$ cat src/rtl/core/mrwc_pkg.sv
package mrwc_pkg;

    // Default grid capacity.
    localparam int MAX_ROWS_DEF = 32;
    localparam int MAX_COLS_DEF = 32;

    // Register and field widths fixed by the interface.
    localparam int GRID_W = 6;
    localparam int DIM_W  = GRID_W + 1;
    localparam int POS_W  = 5;
    localparam int CFG_AW = 3;
    localparam int CFG_DW = 32;

    localparam logic [GRID_W-1:0] ROWS_RST = 6'd15;
    localparam logic [GRID_W-1:0] COLS_RST = 6'd20;

    // Register indexes, selected by the upper address bit.
    localparam logic REG_ROWS = 1'b0;
    localparam logic REG_COLS = 1'b1;

    // Stream word widths.
    localparam int S_TDATA_W = 16;
    localparam int M_TDATA_W = 24;

    // Result queue depth.
    localparam int OUTQ_DEPTH = 4;

    typedef enum logic {
        OP_START = 1'b0,
        OP_STEP  = 1'b1
    } t_opcode;

    typedef enum logic [1:0] {
        DIR_ROW_INC = 2'd0,
        DIR_COL_INC = 2'd1,
        DIR_ROW_DEC = 2'd2,
        DIR_COL_DEC = 2'd3
    } t_dir;

    // Control that travels from the walk stage to the marking stage.
    typedef struct packed {
        logic vld;
        logic is_start;
        logic acc;
    } t_stage_ctl;

    // One result word; the first member sits in the highest bits.
    typedef struct packed {
        logic             done_res;
        logic [POS_W-1:0] to_col;
        logic [POS_W-1:0] to_row;
        logic [POS_W-1:0] from_col;
        logic [POS_W-1:0] from_row;
        logic             carve;
        logic             accepted;
    } t_result;

    localparam int RES_PAD = M_TDATA_W - $bits(t_result);

endpackage

$ cat src/rtl/core/mrwc_ram.sv
module mrwc_ram #(
    parameter int WIDTH = 32,
    parameter int DEPTH = 32
) (
    input  logic                     i_clk,
    input  logic                     i_we,
    input  logic [$clog2(DEPTH)-1:0] i_waddr,
    input  logic [WIDTH-1:0]         i_wdata,
    input  logic                     i_re,
    input  logic [$clog2(DEPTH)-1:0] i_raddr,
    output logic [WIDTH-1:0]         o_rdata
);

    logic [WIDTH-1:0] r_mem [DEPTH];
    logic [WIDTH-1:0] r_rdata;

    // Single write port.
    always_ff @(posedge i_clk) begin
        if (i_we) begin
            r_mem[i_waddr] <= i_wdata;
        end
    end

    // Registered read; a read at the address being written returns the old word.
    always_ff @(posedge i_clk) begin
        if (i_re) begin
            r_rdata <= r_mem[i_raddr];
        end
    end

    assign o_rdata = r_rdata;

endmodule

$ cat src/rtl/core/mrwc_walk.sv
module mrwc_walk #(
    parameter int MAX_ROWS = mrwc_pkg::MAX_ROWS_DEF,
    parameter int MAX_COLS = mrwc_pkg::MAX_COLS_DEF
) (
    input  logic                          i_clk,
    input  logic                          i_rst_n,
    input  logic                          i_in_vld,
    input  mrwc_pkg::t_opcode             i_opcode,
    input  logic [mrwc_pkg::POS_W-1:0]    i_seed_row,
    input  logic [mrwc_pkg::POS_W-1:0]    i_seed_col,
    input  mrwc_pkg::t_dir                i_dir,
    input  logic [$clog2(MAX_ROWS+1)-1:0] i_rows_eff,
    input  logic [$clog2(MAX_COLS+1)-1:0] i_cols_eff,
    input  logic                          i_done_now,
    output logic                          o_active,
    output mrwc_pkg::t_stage_ctl          o_ctl,
    output logic [$clog2(MAX_ROWS)-1:0]   o_from_row,
    output logic [$clog2(MAX_COLS)-1:0]   o_from_col,
    output logic [$clog2(MAX_ROWS)-1:0]   o_to_row,
    output logic [$clog2(MAX_COLS)-1:0]   o_to_col
);

    localparam int RW = $clog2(MAX_ROWS);
    localparam int CW = $clog2(MAX_COLS);
    localparam int DW = mrwc_pkg::DIM_W;

    // Input register.
    logic                       r_vld;
    mrwc_pkg::t_opcode          r_op;
    logic [mrwc_pkg::POS_W-1:0] r_seed_row;
    logic [mrwc_pkg::POS_W-1:0] r_seed_col;
    mrwc_pkg::t_dir             r_dir;

    // Walk state.
    logic [RW-1:0] r_walk_row;
    logic [CW-1:0] r_walk_col;
    logic          r_active;

    logic [RW:0]   w_tr;
    logic [CW:0]   w_tc;
    logic          w_step_ok;
    logic          w_seed_ok;
    logic          w_in_grid;
    logic          w_is_start;
    logic          w_acc;
    logic [RW-1:0] w_tgt_row;
    logic [CW-1:0] w_tgt_col;
    logic [RW-1:0] n_walk_row;
    logic [CW-1:0] n_walk_col;
    logic          n_active;

    // Neighbor cell in the requested direction; stepping below zero is refused.
    always_comb begin
        w_step_ok = 1'b1;
        w_tr      = {1'b0, r_walk_row};
        w_tc      = {1'b0, r_walk_col};
        unique case (r_dir)
            mrwc_pkg::DIR_ROW_INC: begin
                w_tr = {1'b0, r_walk_row} + (RW+1)'(1);
            end
            mrwc_pkg::DIR_COL_INC: begin
                w_tc = {1'b0, r_walk_col} + (CW+1)'(1);
            end
            mrwc_pkg::DIR_ROW_DEC: begin
                w_step_ok = (r_walk_row != '0);
                w_tr      = {1'b0, r_walk_row} - (RW+1)'(1);
            end
            mrwc_pkg::DIR_COL_DEC: begin
                w_step_ok = (r_walk_col != '0);
                w_tc      = {1'b0, r_walk_col} - (CW+1)'(1);
            end
        endcase
    end

    // Bounds checks against the grid currently in use.
    assign w_seed_ok = (DW'(r_seed_row) < DW'(i_rows_eff)) &&
                       (DW'(r_seed_col) < DW'(i_cols_eff));
    assign w_in_grid = (DW'(w_tr) < DW'(i_rows_eff)) && (DW'(w_tc) < DW'(i_cols_eff));

    assign w_is_start = (r_op == mrwc_pkg::OP_START);
    assign w_acc      = w_is_start ? w_seed_ok
                                   : (r_active && !i_done_now && w_step_ok && w_in_grid);

    assign w_tgt_row  = w_is_start ? RW'(r_seed_row) : w_tr[RW-1:0];
    assign w_tgt_col  = w_is_start ? CW'(r_seed_col) : w_tc[CW-1:0];
    assign n_walk_row = w_acc ? w_tgt_row : r_walk_row;
    assign n_walk_col = w_acc ? w_tgt_col : r_walk_col;
    assign n_active   = r_active || (w_acc && w_is_start);

    // Control state.
    always_ff @(posedge i_clk) begin
        if (!i_rst_n) begin
            r_vld      <= 1'b0;
            r_walk_row <= '0;
            r_walk_col <= '0;
            r_active   <= 1'b0;
        end else begin
            r_vld <= i_in_vld;
            if (r_vld) begin
                r_walk_row <= n_walk_row;
                r_walk_col <= n_walk_col;
                r_active   <= n_active;
            end
        end
    end

    // Input word payload.
    always_ff @(posedge i_clk) begin
        if (i_in_vld) begin
            r_op       <= i_opcode;
            r_seed_row <= i_seed_row;
            r_seed_col <= i_seed_col;
            r_dir      <= i_dir;
        end
    end

    assign o_active     = r_active;
    assign o_ctl.vld      = r_vld;
    assign o_ctl.is_start = w_is_start;
    assign o_ctl.acc      = w_acc;
    assign o_from_row   = r_walk_row;
    assign o_from_col   = r_walk_col;
    assign o_to_row     = n_walk_row;
    assign o_to_col     = n_walk_col;

endmodule

$ cat src/rtl/core/mrwc_mark.sv
module mrwc_mark #(
    parameter int MAX_ROWS = mrwc_pkg::MAX_ROWS_DEF,
    parameter int MAX_COLS = mrwc_pkg::MAX_COLS_DEF
) (
    input  logic                                     i_clk,
    input  logic                                     i_rst_n,
    input  mrwc_pkg::t_stage_ctl                     i_ctl,
    input  logic [$clog2(MAX_ROWS)-1:0]              i_from_row,
    input  logic [$clog2(MAX_COLS)-1:0]              i_from_col,
    input  logic [$clog2(MAX_ROWS)-1:0]              i_to_row,
    input  logic [$clog2(MAX_COLS)-1:0]              i_to_col,
    input  logic                                     i_active,
    input  logic [$clog2(MAX_ROWS*MAX_COLS+1)-1:0]   i_total,
    output logic                                     o_done_now,
    output logic                                     o_res_vld,
    output mrwc_pkg::t_result                        o_res
);

    localparam int RW    = $clog2(MAX_ROWS);
    localparam int CW    = $clog2(MAX_COLS);
    localparam int CNT_W = $clog2(MAX_ROWS*MAX_COLS+1);

    // Stage register.
    mrwc_pkg::t_stage_ctl r_ctl;
    logic [RW-1:0]        r_from_row;
    logic [CW-1:0]        r_from_col;
    logic [RW-1:0]        r_to_row;
    logic [CW-1:0]        r_to_col;

    // Visited store: one word per row, a flag per row tells whether it was written
    // since the last start.
    logic [MAX_ROWS-1:0]  r_row_vld;
    logic [CNT_W-1:0]     r_count;

    // Last word written, for a read that was taken at the same edge.
    logic                 r_fwd_vld;
    logic [RW-1:0]        r_fwd_row;
    logic [MAX_COLS-1:0]  r_fwd_data;

    logic [MAX_COLS-1:0]  w_rd_data;
    logic [MAX_COLS-1:0]  w_row_cur;
    logic [MAX_COLS-1:0]  w_mask;
    logic                 w_start_acc;
    logic                 w_carve;
    logic                 w_we;
    logic [MAX_COLS-1:0]  w_wdata;
    logic [CNT_W-1:0]     n_count;
    logic [MAX_ROWS-1:0]  n_row_vld;

    mrwc_ram #(
        .WIDTH (MAX_COLS),
        .DEPTH (MAX_ROWS)
    ) u_visited (
        .i_clk   (i_clk),
        .i_we    (w_we),
        .i_waddr (r_to_row),
        .i_wdata (w_wdata),
        .i_re    (i_ctl.vld),
        .i_raddr (i_to_row),
        .o_rdata (w_rd_data)
    );

    // Current contents of the target row.
    always_comb begin
        if (r_fwd_vld && (r_fwd_row == r_to_row)) begin
            w_row_cur = r_fwd_data;
        end else if (r_row_vld[r_to_row]) begin
            w_row_cur = w_rd_data;
        end else begin
            w_row_cur = '0;
        end
    end

    assign w_mask      = {{(MAX_COLS-1){1'b0}}, 1'b1} << r_to_col;
    assign w_start_acc = r_ctl.vld && r_ctl.acc && r_ctl.is_start;
    assign w_carve     = r_ctl.vld && r_ctl.acc && !r_ctl.is_start && !w_row_cur[r_to_col];
    assign w_we        = w_start_acc || w_carve;
    assign w_wdata     = w_start_acc ? w_mask : (w_row_cur | w_mask);

    // Visited count and row flags after this word.
    always_comb begin
        n_count   = r_count;
        n_row_vld = r_row_vld;
        if (w_start_acc) begin
            n_count   = CNT_W'(1);
            n_row_vld = '0;
            n_row_vld[r_to_row] = 1'b1;
        end else if (w_carve) begin
            n_count = r_count + CNT_W'(1);
            n_row_vld[r_to_row] = 1'b1;
        end
    end

    assign o_done_now = i_active && (n_count >= i_total);

    always_ff @(posedge i_clk) begin
        if (!i_rst_n) begin
            r_ctl     <= '0;
            r_row_vld <= '0;
            r_count   <= '0;
            r_fwd_vld <= 1'b0;
        end else begin
            r_ctl     <= i_ctl;
            r_row_vld <= n_row_vld;
            r_count   <= n_count;
            r_fwd_vld <= w_we;
        end
    end

    always_ff @(posedge i_clk) begin
        r_from_row <= i_from_row;
        r_from_col <= i_from_col;
        r_to_row   <= i_to_row;
        r_to_col   <= i_to_col;
        if (w_we) begin
            r_fwd_row  <= r_to_row;
            r_fwd_data <= w_wdata;
        end
    end

    // Result word.
    assign o_res_vld       = r_ctl.vld;
    assign o_res.accepted  = r_ctl.acc;
    assign o_res.carve     = w_carve;
    assign o_res.from_row  = mrwc_pkg::POS_W'(r_from_row);
    assign o_res.from_col  = mrwc_pkg::POS_W'(r_from_col);
    assign o_res.to_row    = mrwc_pkg::POS_W'(r_to_row);
    assign o_res.to_col    = mrwc_pkg::POS_W'(r_to_col);
    assign o_res.done_res  = o_done_now;

endmodule

$ cat src/rtl/core/mrwc_outq.sv
module mrwc_outq (
    input  logic                                       i_clk,
    input  logic                                       i_rst_n,
    input  logic                                       i_push,
    input  mrwc_pkg::t_result                          i_data,
    input  logic                                       i_rdy,
    output logic                                       o_vld,
    output mrwc_pkg::t_result                          o_data,
    output logic [$clog2(mrwc_pkg::OUTQ_DEPTH+1)-1:0]  o_count
);

    localparam int DEPTH = mrwc_pkg::OUTQ_DEPTH;
    localparam int PW    = $clog2(DEPTH);
    localparam int CW    = $clog2(DEPTH+1);

    mrwc_pkg::t_result r_slot [DEPTH];
    logic [PW-1:0]     r_wr_ptr;
    logic [PW-1:0]     r_rd_ptr;
    logic [CW-1:0]     r_count;
    logic              w_pop;

    assign w_pop = o_vld && i_rdy;

    // Pointers and fill level.
    always_ff @(posedge i_clk) begin
        if (!i_rst_n) begin
            r_wr_ptr <= '0;
            r_rd_ptr <= '0;
            r_count  <= '0;
        end else begin
            if (i_push) begin
                r_wr_ptr <= (r_wr_ptr == PW'(DEPTH-1)) ? '0 : r_wr_ptr + PW'(1);
            end
            if (w_pop) begin
                r_rd_ptr <= (r_rd_ptr == PW'(DEPTH-1)) ? '0 : r_rd_ptr + PW'(1);
            end
            if (i_push && !w_pop) begin
                r_count <= r_count + CW'(1);
            end else if (w_pop && !i_push) begin
                r_count <= r_count - CW'(1);
            end
        end
    end

    always_ff @(posedge i_clk) begin
        if (i_push) begin
            r_slot[r_wr_ptr] <= i_data;
        end
    end

    assign o_vld   = (r_count != '0);
    assign o_data  = r_slot[r_rd_ptr];
    assign o_count = r_count;

endmodule

$ cat src/rtl/core/maze_random_walk_carver.sv
// A taken word passes the walk input register, the mark stage register and the queue.
// One input word per cycle while there is room; the walk position and visited count
// settle within the cycle after an item, and the visited row is read a stage ahead.
// A four-word result queue keeps taking input while results wait downstream.
// Reset (synchronous, active low) clears the walk, the visited row flags, the count
// and the queue, and loads 15 rows by 20 columns; no clearing pass follows.
module maze_random_walk_carver #(
    parameter int MAX_ROWS = mrwc_pkg::MAX_ROWS_DEF,
    parameter int MAX_COLS = mrwc_pkg::MAX_COLS_DEF
) (
    input  logic                           i_clk,
    input  logic                           i_rst_n,
    // Input stream.
    input  logic                           i_s_tvalid,
    output logic                           o_s_tready,
    // tdata: seed_row[4:0], seed_col[9:5], direction[11:10], zero[15:12]
    input  logic [mrwc_pkg::S_TDATA_W-1:0] i_s_tdata,
    // tuser: opcode[0]
    input  logic                           i_s_tuser,
    // Result stream.
    output logic                           o_m_tvalid,
    input  logic                           i_m_tready,
    // tdata: accepted[0], carve[1], from_row[6:2], from_col[11:7], to_row[16:12],
    // to_col[21:17], done_res[22], zero[23]
    output logic [mrwc_pkg::M_TDATA_W-1:0] o_m_tdata,
    // Configuration port.
    input  logic                           psel,
    input  logic                           penable,
    input  logic                           pwrite,
    input  logic [mrwc_pkg::CFG_AW-1:0]    paddr,
    input  logic [mrwc_pkg::CFG_DW-1:0]    pwdata,
    output logic [mrwc_pkg::CFG_DW-1:0]    prdata,
    output logic                           pready
);

    localparam int RW    = $clog2(MAX_ROWS);
    localparam int CW    = $clog2(MAX_COLS);
    localparam int DR    = $clog2(MAX_ROWS+1);
    localparam int DC    = $clog2(MAX_COLS+1);
    localparam int CNT_W = $clog2(MAX_ROWS*MAX_COLS+1);
    localparam int GW    = mrwc_pkg::GRID_W;
    localparam int DW    = mrwc_pkg::DIM_W;
    localparam int QCW   = $clog2(mrwc_pkg::OUTQ_DEPTH+1);
    localparam int IFW   = QCW + 1;

    logic [GW-1:0]        r_grid_rows;
    logic [GW-1:0]        r_grid_cols;
    logic                 w_cfg_wr;
    logic [DW-1:0]        w_rows_clip;
    logic [DW-1:0]        w_cols_clip;
    logic [DR-1:0]        w_rows_eff;
    logic [DC-1:0]        w_cols_eff;
    logic [CNT_W-1:0]     w_total;

    logic                 w_in_acc;
    logic                 w_active;
    logic                 w_done_now;
    mrwc_pkg::t_stage_ctl w_ctl;
    logic [RW-1:0]        w_from_row;
    logic [CW-1:0]        w_from_col;
    logic [RW-1:0]        w_to_row;
    logic [CW-1:0]        w_to_col;
    logic                 w_res_vld;
    mrwc_pkg::t_result    w_res;
    mrwc_pkg::t_result    w_q_data;
    logic [QCW-1:0]       w_q_count;
    logic [IFW-1:0]       w_inflight;

    // Configuration registers.
    assign pready   = 1'b1;
    assign w_cfg_wr = psel && penable && pwrite && pready;

    always_ff @(posedge i_clk) begin
        if (!i_rst_n) begin
            r_grid_rows <= mrwc_pkg::ROWS_RST;
            r_grid_cols <= mrwc_pkg::COLS_RST;
        end else if (w_cfg_wr) begin
            unique case (paddr[mrwc_pkg::CFG_AW-1])
                mrwc_pkg::REG_ROWS: r_grid_rows <= pwdata[GW-1:0];
                mrwc_pkg::REG_COLS: r_grid_cols <= pwdata[GW-1:0];
            endcase
        end
    end

    always_comb begin
        unique case (paddr[mrwc_pkg::CFG_AW-1])
            mrwc_pkg::REG_ROWS: prdata = {{(mrwc_pkg::CFG_DW-GW){1'b0}}, r_grid_rows};
            mrwc_pkg::REG_COLS: prdata = {{(mrwc_pkg::CFG_DW-GW){1'b0}}, r_grid_cols};
        endcase
    end

    // Grid in use: zero acts as one, anything above capacity acts as capacity.
    always_comb begin
        priority if (r_grid_rows == '0) begin
            w_rows_clip = DW'(1);
        end else if (DW'(r_grid_rows) > DW'(MAX_ROWS)) begin
            w_rows_clip = DW'(MAX_ROWS);
        end else begin
            w_rows_clip = DW'(r_grid_rows);
        end
        priority if (r_grid_cols == '0) begin
            w_cols_clip = DW'(1);
        end else if (DW'(r_grid_cols) > DW'(MAX_COLS)) begin
            w_cols_clip = DW'(MAX_COLS);
        end else begin
            w_cols_clip = DW'(r_grid_cols);
        end
    end

    assign w_rows_eff = DR'(w_rows_clip);
    assign w_cols_eff = DC'(w_cols_clip);
    assign w_total    = CNT_W'(w_rows_eff) * CNT_W'(w_cols_eff);

    // Take a word only when the queue has room for everything in flight.
    assign w_inflight = IFW'(w_q_count) + IFW'(w_ctl.vld) + IFW'(w_res_vld);
    assign o_s_tready = (w_inflight < IFW'(mrwc_pkg::OUTQ_DEPTH));
    assign w_in_acc   = i_s_tvalid && o_s_tready;

    mrwc_walk #(
        .MAX_ROWS (MAX_ROWS),
        .MAX_COLS (MAX_COLS)
    ) u_walk (
        .i_clk      (i_clk),
        .i_rst_n    (i_rst_n),
        .i_in_vld   (w_in_acc),
        .i_opcode   (mrwc_pkg::t_opcode'(i_s_tuser)),
        .i_seed_row (i_s_tdata[4:0]),
        .i_seed_col (i_s_tdata[9:5]),
        .i_dir      (mrwc_pkg::t_dir'(i_s_tdata[11:10])),
        .i_rows_eff (w_rows_eff),
        .i_cols_eff (w_cols_eff),
        .i_done_now (w_done_now),
        .o_active   (w_active),
        .o_ctl      (w_ctl),
        .o_from_row (w_from_row),
        .o_from_col (w_from_col),
        .o_to_row   (w_to_row),
        .o_to_col   (w_to_col)
    );

    mrwc_mark #(
        .MAX_ROWS (MAX_ROWS),
        .MAX_COLS (MAX_COLS)
    ) u_mark (
        .i_clk      (i_clk),
        .i_rst_n    (i_rst_n),
        .i_ctl      (w_ctl),
        .i_from_row (w_from_row),
        .i_from_col (w_from_col),
        .i_to_row   (w_to_row),
        .i_to_col   (w_to_col),
        .i_active   (w_active),
        .i_total    (w_total),
        .o_done_now (w_done_now),
        .o_res_vld  (w_res_vld),
        .o_res      (w_res)
    );

    mrwc_outq u_outq (
        .i_clk   (i_clk),
        .i_rst_n (i_rst_n),
        .i_push  (w_res_vld),
        .i_data  (w_res),
        .i_rdy   (i_m_tready),
        .o_vld   (o_m_tvalid),
        .o_data  (w_q_data),
        .o_count (w_q_count)
    );

    assign o_m_tdata = {{mrwc_pkg::RES_PAD{1'b0}}, w_q_data};

endmodule

$ cat config.mk
export PLATFORM = sky130hd
export DESIGN_NAME = maze_random_walk_carver
export DESIGN_NICKNAME = d
export VERILOG_FILES = /design/src/rtl/core/mrwc_pkg.sv /design/src/rtl/core/mrwc_ram.sv /design/src/rtl/core/mrwc_walk.sv /design/src/rtl/core/mrwc_mark.sv /design/src/rtl/core/mrwc_outq.sv /design/src/rtl/core/maze_random_walk_carver.sv
export SDC_FILE = /design/constraint.sdc
export NUM_CORES = 2
export LEC_CHECK = 0
export BUFFER_PORTS_ARGS = -buffer_cell sky130_fd_sc_hd__buf_2
export CAP_MARGIN = 20
export CORE_MARGIN = 2
export CORE_UTILIZATION = 55
export DETAILED_ROUTE_END_ITERATION = 7
export PLACE_DENSITY = 0.83
export REMOVE_ABC_BUFFERS = 1
export SYNTH_ARGS = -nofsm -noshare
export SYNTH_HDL_FRONTEND = slang
export SYNTH_SLANG_ARGS = --single-unit
$ cat constraint.sdc
create_clock -name i_clk -period 15.5 [get_ports i_clk]
set_clock_uncertainty 0.1 [all_clocks]
set_input_delay 3.875 -clock i_clk [delete_from_list [all_inputs] [get_ports i_clk]]
set_output_delay 3.875 -clock i_clk [all_outputs]
set_load 0.05 [all_outputs]
==> impl_metrics.csv <==
group,metric,value,unit
cts,cts_resized,0,
route,drt_iter0_drc,5107,
cts,numCtsBuffers,121,
grt,grt_pass1_vias,32200,
route,wl_per_cell,26.4,um
die,dieArea,100000,sq um
worst_setup_path,start_kind,"flip-flop",
synth,ys_warn_count,0,
worst_setup_path,cp.arrival,11.30,ns
synth,synth-edff-count,1198,
cts,ctsLongestPathBuffers,3,
cts,hold_buffers,0,
die,io_pins,118,
grt,grt_overflow,0,
synth,syn_avg_cell_area,14.8,sq um
die,die_height,316,um
worst_setup_path,crit_type,"reg2reg",
worst_setup_path,critical_path_depth,26,
cts,cts.sinks,1298,
worst_setup_path,crit_slowest_cell,"dfxtp_1",
cts,cts.clk_slew.worst_paths,0.07,ns
route,wl,135000,um
cells_and_area,syn2layout_area_growth,11.5,%
cells_and_area,final_cells,5094,
worst_setup_path,cp_top_family,"compound AO/OA/AOI/OAI gates",
sta,relSlewSlack,20.2,%
sta,rsz0062_at_grt,"false",
route,vias_per_cell,6.47,
sta,slew_violations,0,
pwr,p_leak,0.0206,uW
sta,finalHoldViolCount,0,
placed_design,placed_cell_area,55500,sq um
route,ant_nets,0,
synth,synth_cell_types,67,
worst_setup_path,cp.required,15.92,ns
placed_design,gp_congestion,0.869,
cts,cts_tree,"done",
worst_setup_path,max_stage_delay,0.91,ns
route,drc,1,
synth,yosysSeqAreaShare,70.9,%
synth,synthTopCellsByArea,"edfxtp_1 (67%), nand2_1 (4.5%), mux2i_1 (4.1%)",
worst_setup_path,cpMostUsedCell,"buf_4",
sta,setup_tns,0,ns
sta,setup_viol,0,
cts,clock_latency,0.72,ns
synth,yosys.area.top_type_share,67.1,%
route,dr.pass1.iters,8,
worst_setup_path,crit_fanout,64,
cts,postCtsSetupBuffers,0,
die,initial_core_util,55.5,%
grt,antenna_found_initial,1,
cts,htree_levels,3,
synth,synth-async-reset-ratio,0,%
cells_and_area,fin_area,59700,sq um
hold_path,whs_path_depth,0,
grt,grt_max_degree,170,
die,die_w,316,um
route,vias,33000,
pwr,ir_worst_vdd,0.105,mV
worst_setup_path,cp-end-kind,"flip-flop",
sta,post-route-period-util,70.2,%
die,rows,114,
die,core_region_area,96600,sq um
cts,clockRootBuffer,"clkbuf_16",
synth,syn_inst,3631,
synth,synth_top_area_cell,"edfxtp_1",
placed_design,hpwl,70700,um
job,cap_violations,0,
sta,tightestPinTransition,1.20,ns
run_status,violations,"DRC",
run_status,status,"finished with violations",
synth,syn-cell-area,53600,sq um
worst_setup_path,path_buf_inv,5,
pwr,p_per_area,139,nW/um^2
synth,yosys_most_used_dff,"edfxtp_1",
grt,grtUsageTotal,26.3,%
cells_and_area,final_nets,3862,
hold_path,hold_path.class,"reg2reg",
cells_and_area,num_antenna_cells,0,
sta,max_freq,91.9,MHz
synth,ys_ff_latch,1298,
sta,hold_slack,0.325,ns
cells_and_area,drive_above_1_share,14.2,%
worst_setup_path,ff2ff_path_depth,26,
sta,period_needed,10.88,ns
grt,grt_pass1_wl,197000,um
cells_and_area,post-route-util,61.9,%
placed_design,dp_cells,4841,
placed_design,port_buffers,57,
[per-layer routing]
metal,vias up,wire [um],track usage (%),share of wire [%]
met1,16200,48700,35.6,36
met3,430,16600,4.96,12
met2,2407,63500,42.0,47
li1,13900,-,-,-
met4,0,5790,11.7,4.3
met5,-,0,0,0
[state kept, by name (all words and copies together) (netlist names), 2 cells and up, named ones only]
register	cells
u_walk.o_from_col	5
r_grid_cols	6
u_mark.r_row_vld	32
u_mark.r_count	11
u_walk.o_from_row	5
u_outq.r_rd_ptr	2
u_mark.r_from_row	5
u_walk.r_seed_col	5
u_mark.r_to_col	5
u_mark.r_to_row	5
u_outq.r_slot	92
u_mark.r_fwd_row	5
u_outq.r_wr_ptr	2
u_mark.r_fwd_data	32
u_mark.u_visited.o_rdata	32
u_outq.o_count	3
u_mark.r_from_col	5
r_grid_rows	6
u_walk.r_dir	2
u_walk.r_seed_row	5
u_mark.u_visited.r_mem	1024
[worst paths after layout]
check	start	endpoint	slack [ns]
setup reg to reg	u_mark.r_to_row[1]	u_mark.u_visited.o_rdata[17]	4.62
hold / removal	u_walk.o_from_col[4]	u_mark.r_from_col[4]	0.32
setup / recovery	u_mark.r_to_row[1]	u_mark.u_visited.o_rdata[17]	4.62
hold reg to reg	u_walk.o_from_col[4]	u_mark.r_from_col[4]	0.32
[logic make-up (layout without fill, tap and decap cells)]
group / after synthesis / in the layout / synth area share, %
muxes: 407 / 407 / 8.98
AOI/OAI and AO/OA: 499 / 499 / 6.93
DFF: 1298 / 1298 / 70.9
adders and majority gates: 83 / 83 / 2.20
xor gates and xnor gates: 36 / 36 / 0.588
other: 2 / 28 / 0.0140
and+or+nand+nor: 1019 / 1019 / 7.96
buffers and inverters: 287 / 448 / 2.46
[synthesized netlist by cell type (5+ instances only)]
cell       instances
a32oi_1           65
o21ai_1            5
nor3_1            39
dfxtp_1          100
a22oi_1           66
a21o_1             8
buf_2             39
o21a_1             6
a211oi_1           6
mux2_2            84
edfxtp_1        1198
ha_1              64
a22o_1            96
a21oi_1          100
nor2b_1           15
nor2_1           119
and3_1             5
buf_1             15
nand2b_1           6
xnor2_1           28
or3_1              5
nand4_1            8
buf_4             41
xor2_1             8
nand2_1          646
fa_1              19
nor3b_1            6
mux2i_1          221
buf_6              5
nand3_1          146
inv_2              5
clkbuf_1         133
o21ai_0           30
inv_1             48
a2111oi_0         65
mux2_1            57
and2_1             7
or2_2              6
mux4_2            45
o21bai_1           5
o22ai_1           17
[report_power, final]
group          switching [uW]  leakage, uW  internal [uW]
Clock                    1270      0.00177           1520
Sequential               78.9       0.0119           4000
Combinational             975      0.00694            458
Total                    2330       0.0206           5970
[cell type report]
cell class                 instances  area [sq um]
fill                            6438         36800
timing repair buffer             173          1470
sequential                      1298         38000
inverter                          54           219
tap                             1276          1600
clock inverter                    60           464
clock buffer                     161          3200
multi-input combinational       2072         14800
[layout by cell type (no fill, tap or decap), drive strengths merged, types with 36 or more instances in the layout]
cell type     n
edfxtp     1198
a2111oi      65
nand2       646
mux2i       221
dfxtp       100
o21ai        36
a22o         96
mux2        141
clkbuf      163
nor2        119
inv          59
nor3         43
a21oi       102
ha           64
a32oi        65
nand3       146
buf         171
a22oi        66
mux4         45
clkinv       50
[through the flow]
step	setup slack, ns	power [uW]
floorplan	-3.79	5140
detailed placement	4.64	5510
global route	4.18	8540
global placement	4.85	5460
CTS	4.49	8250
finish	4.62	8300
No activity file was read; power rests on OpenSTA's default activity.
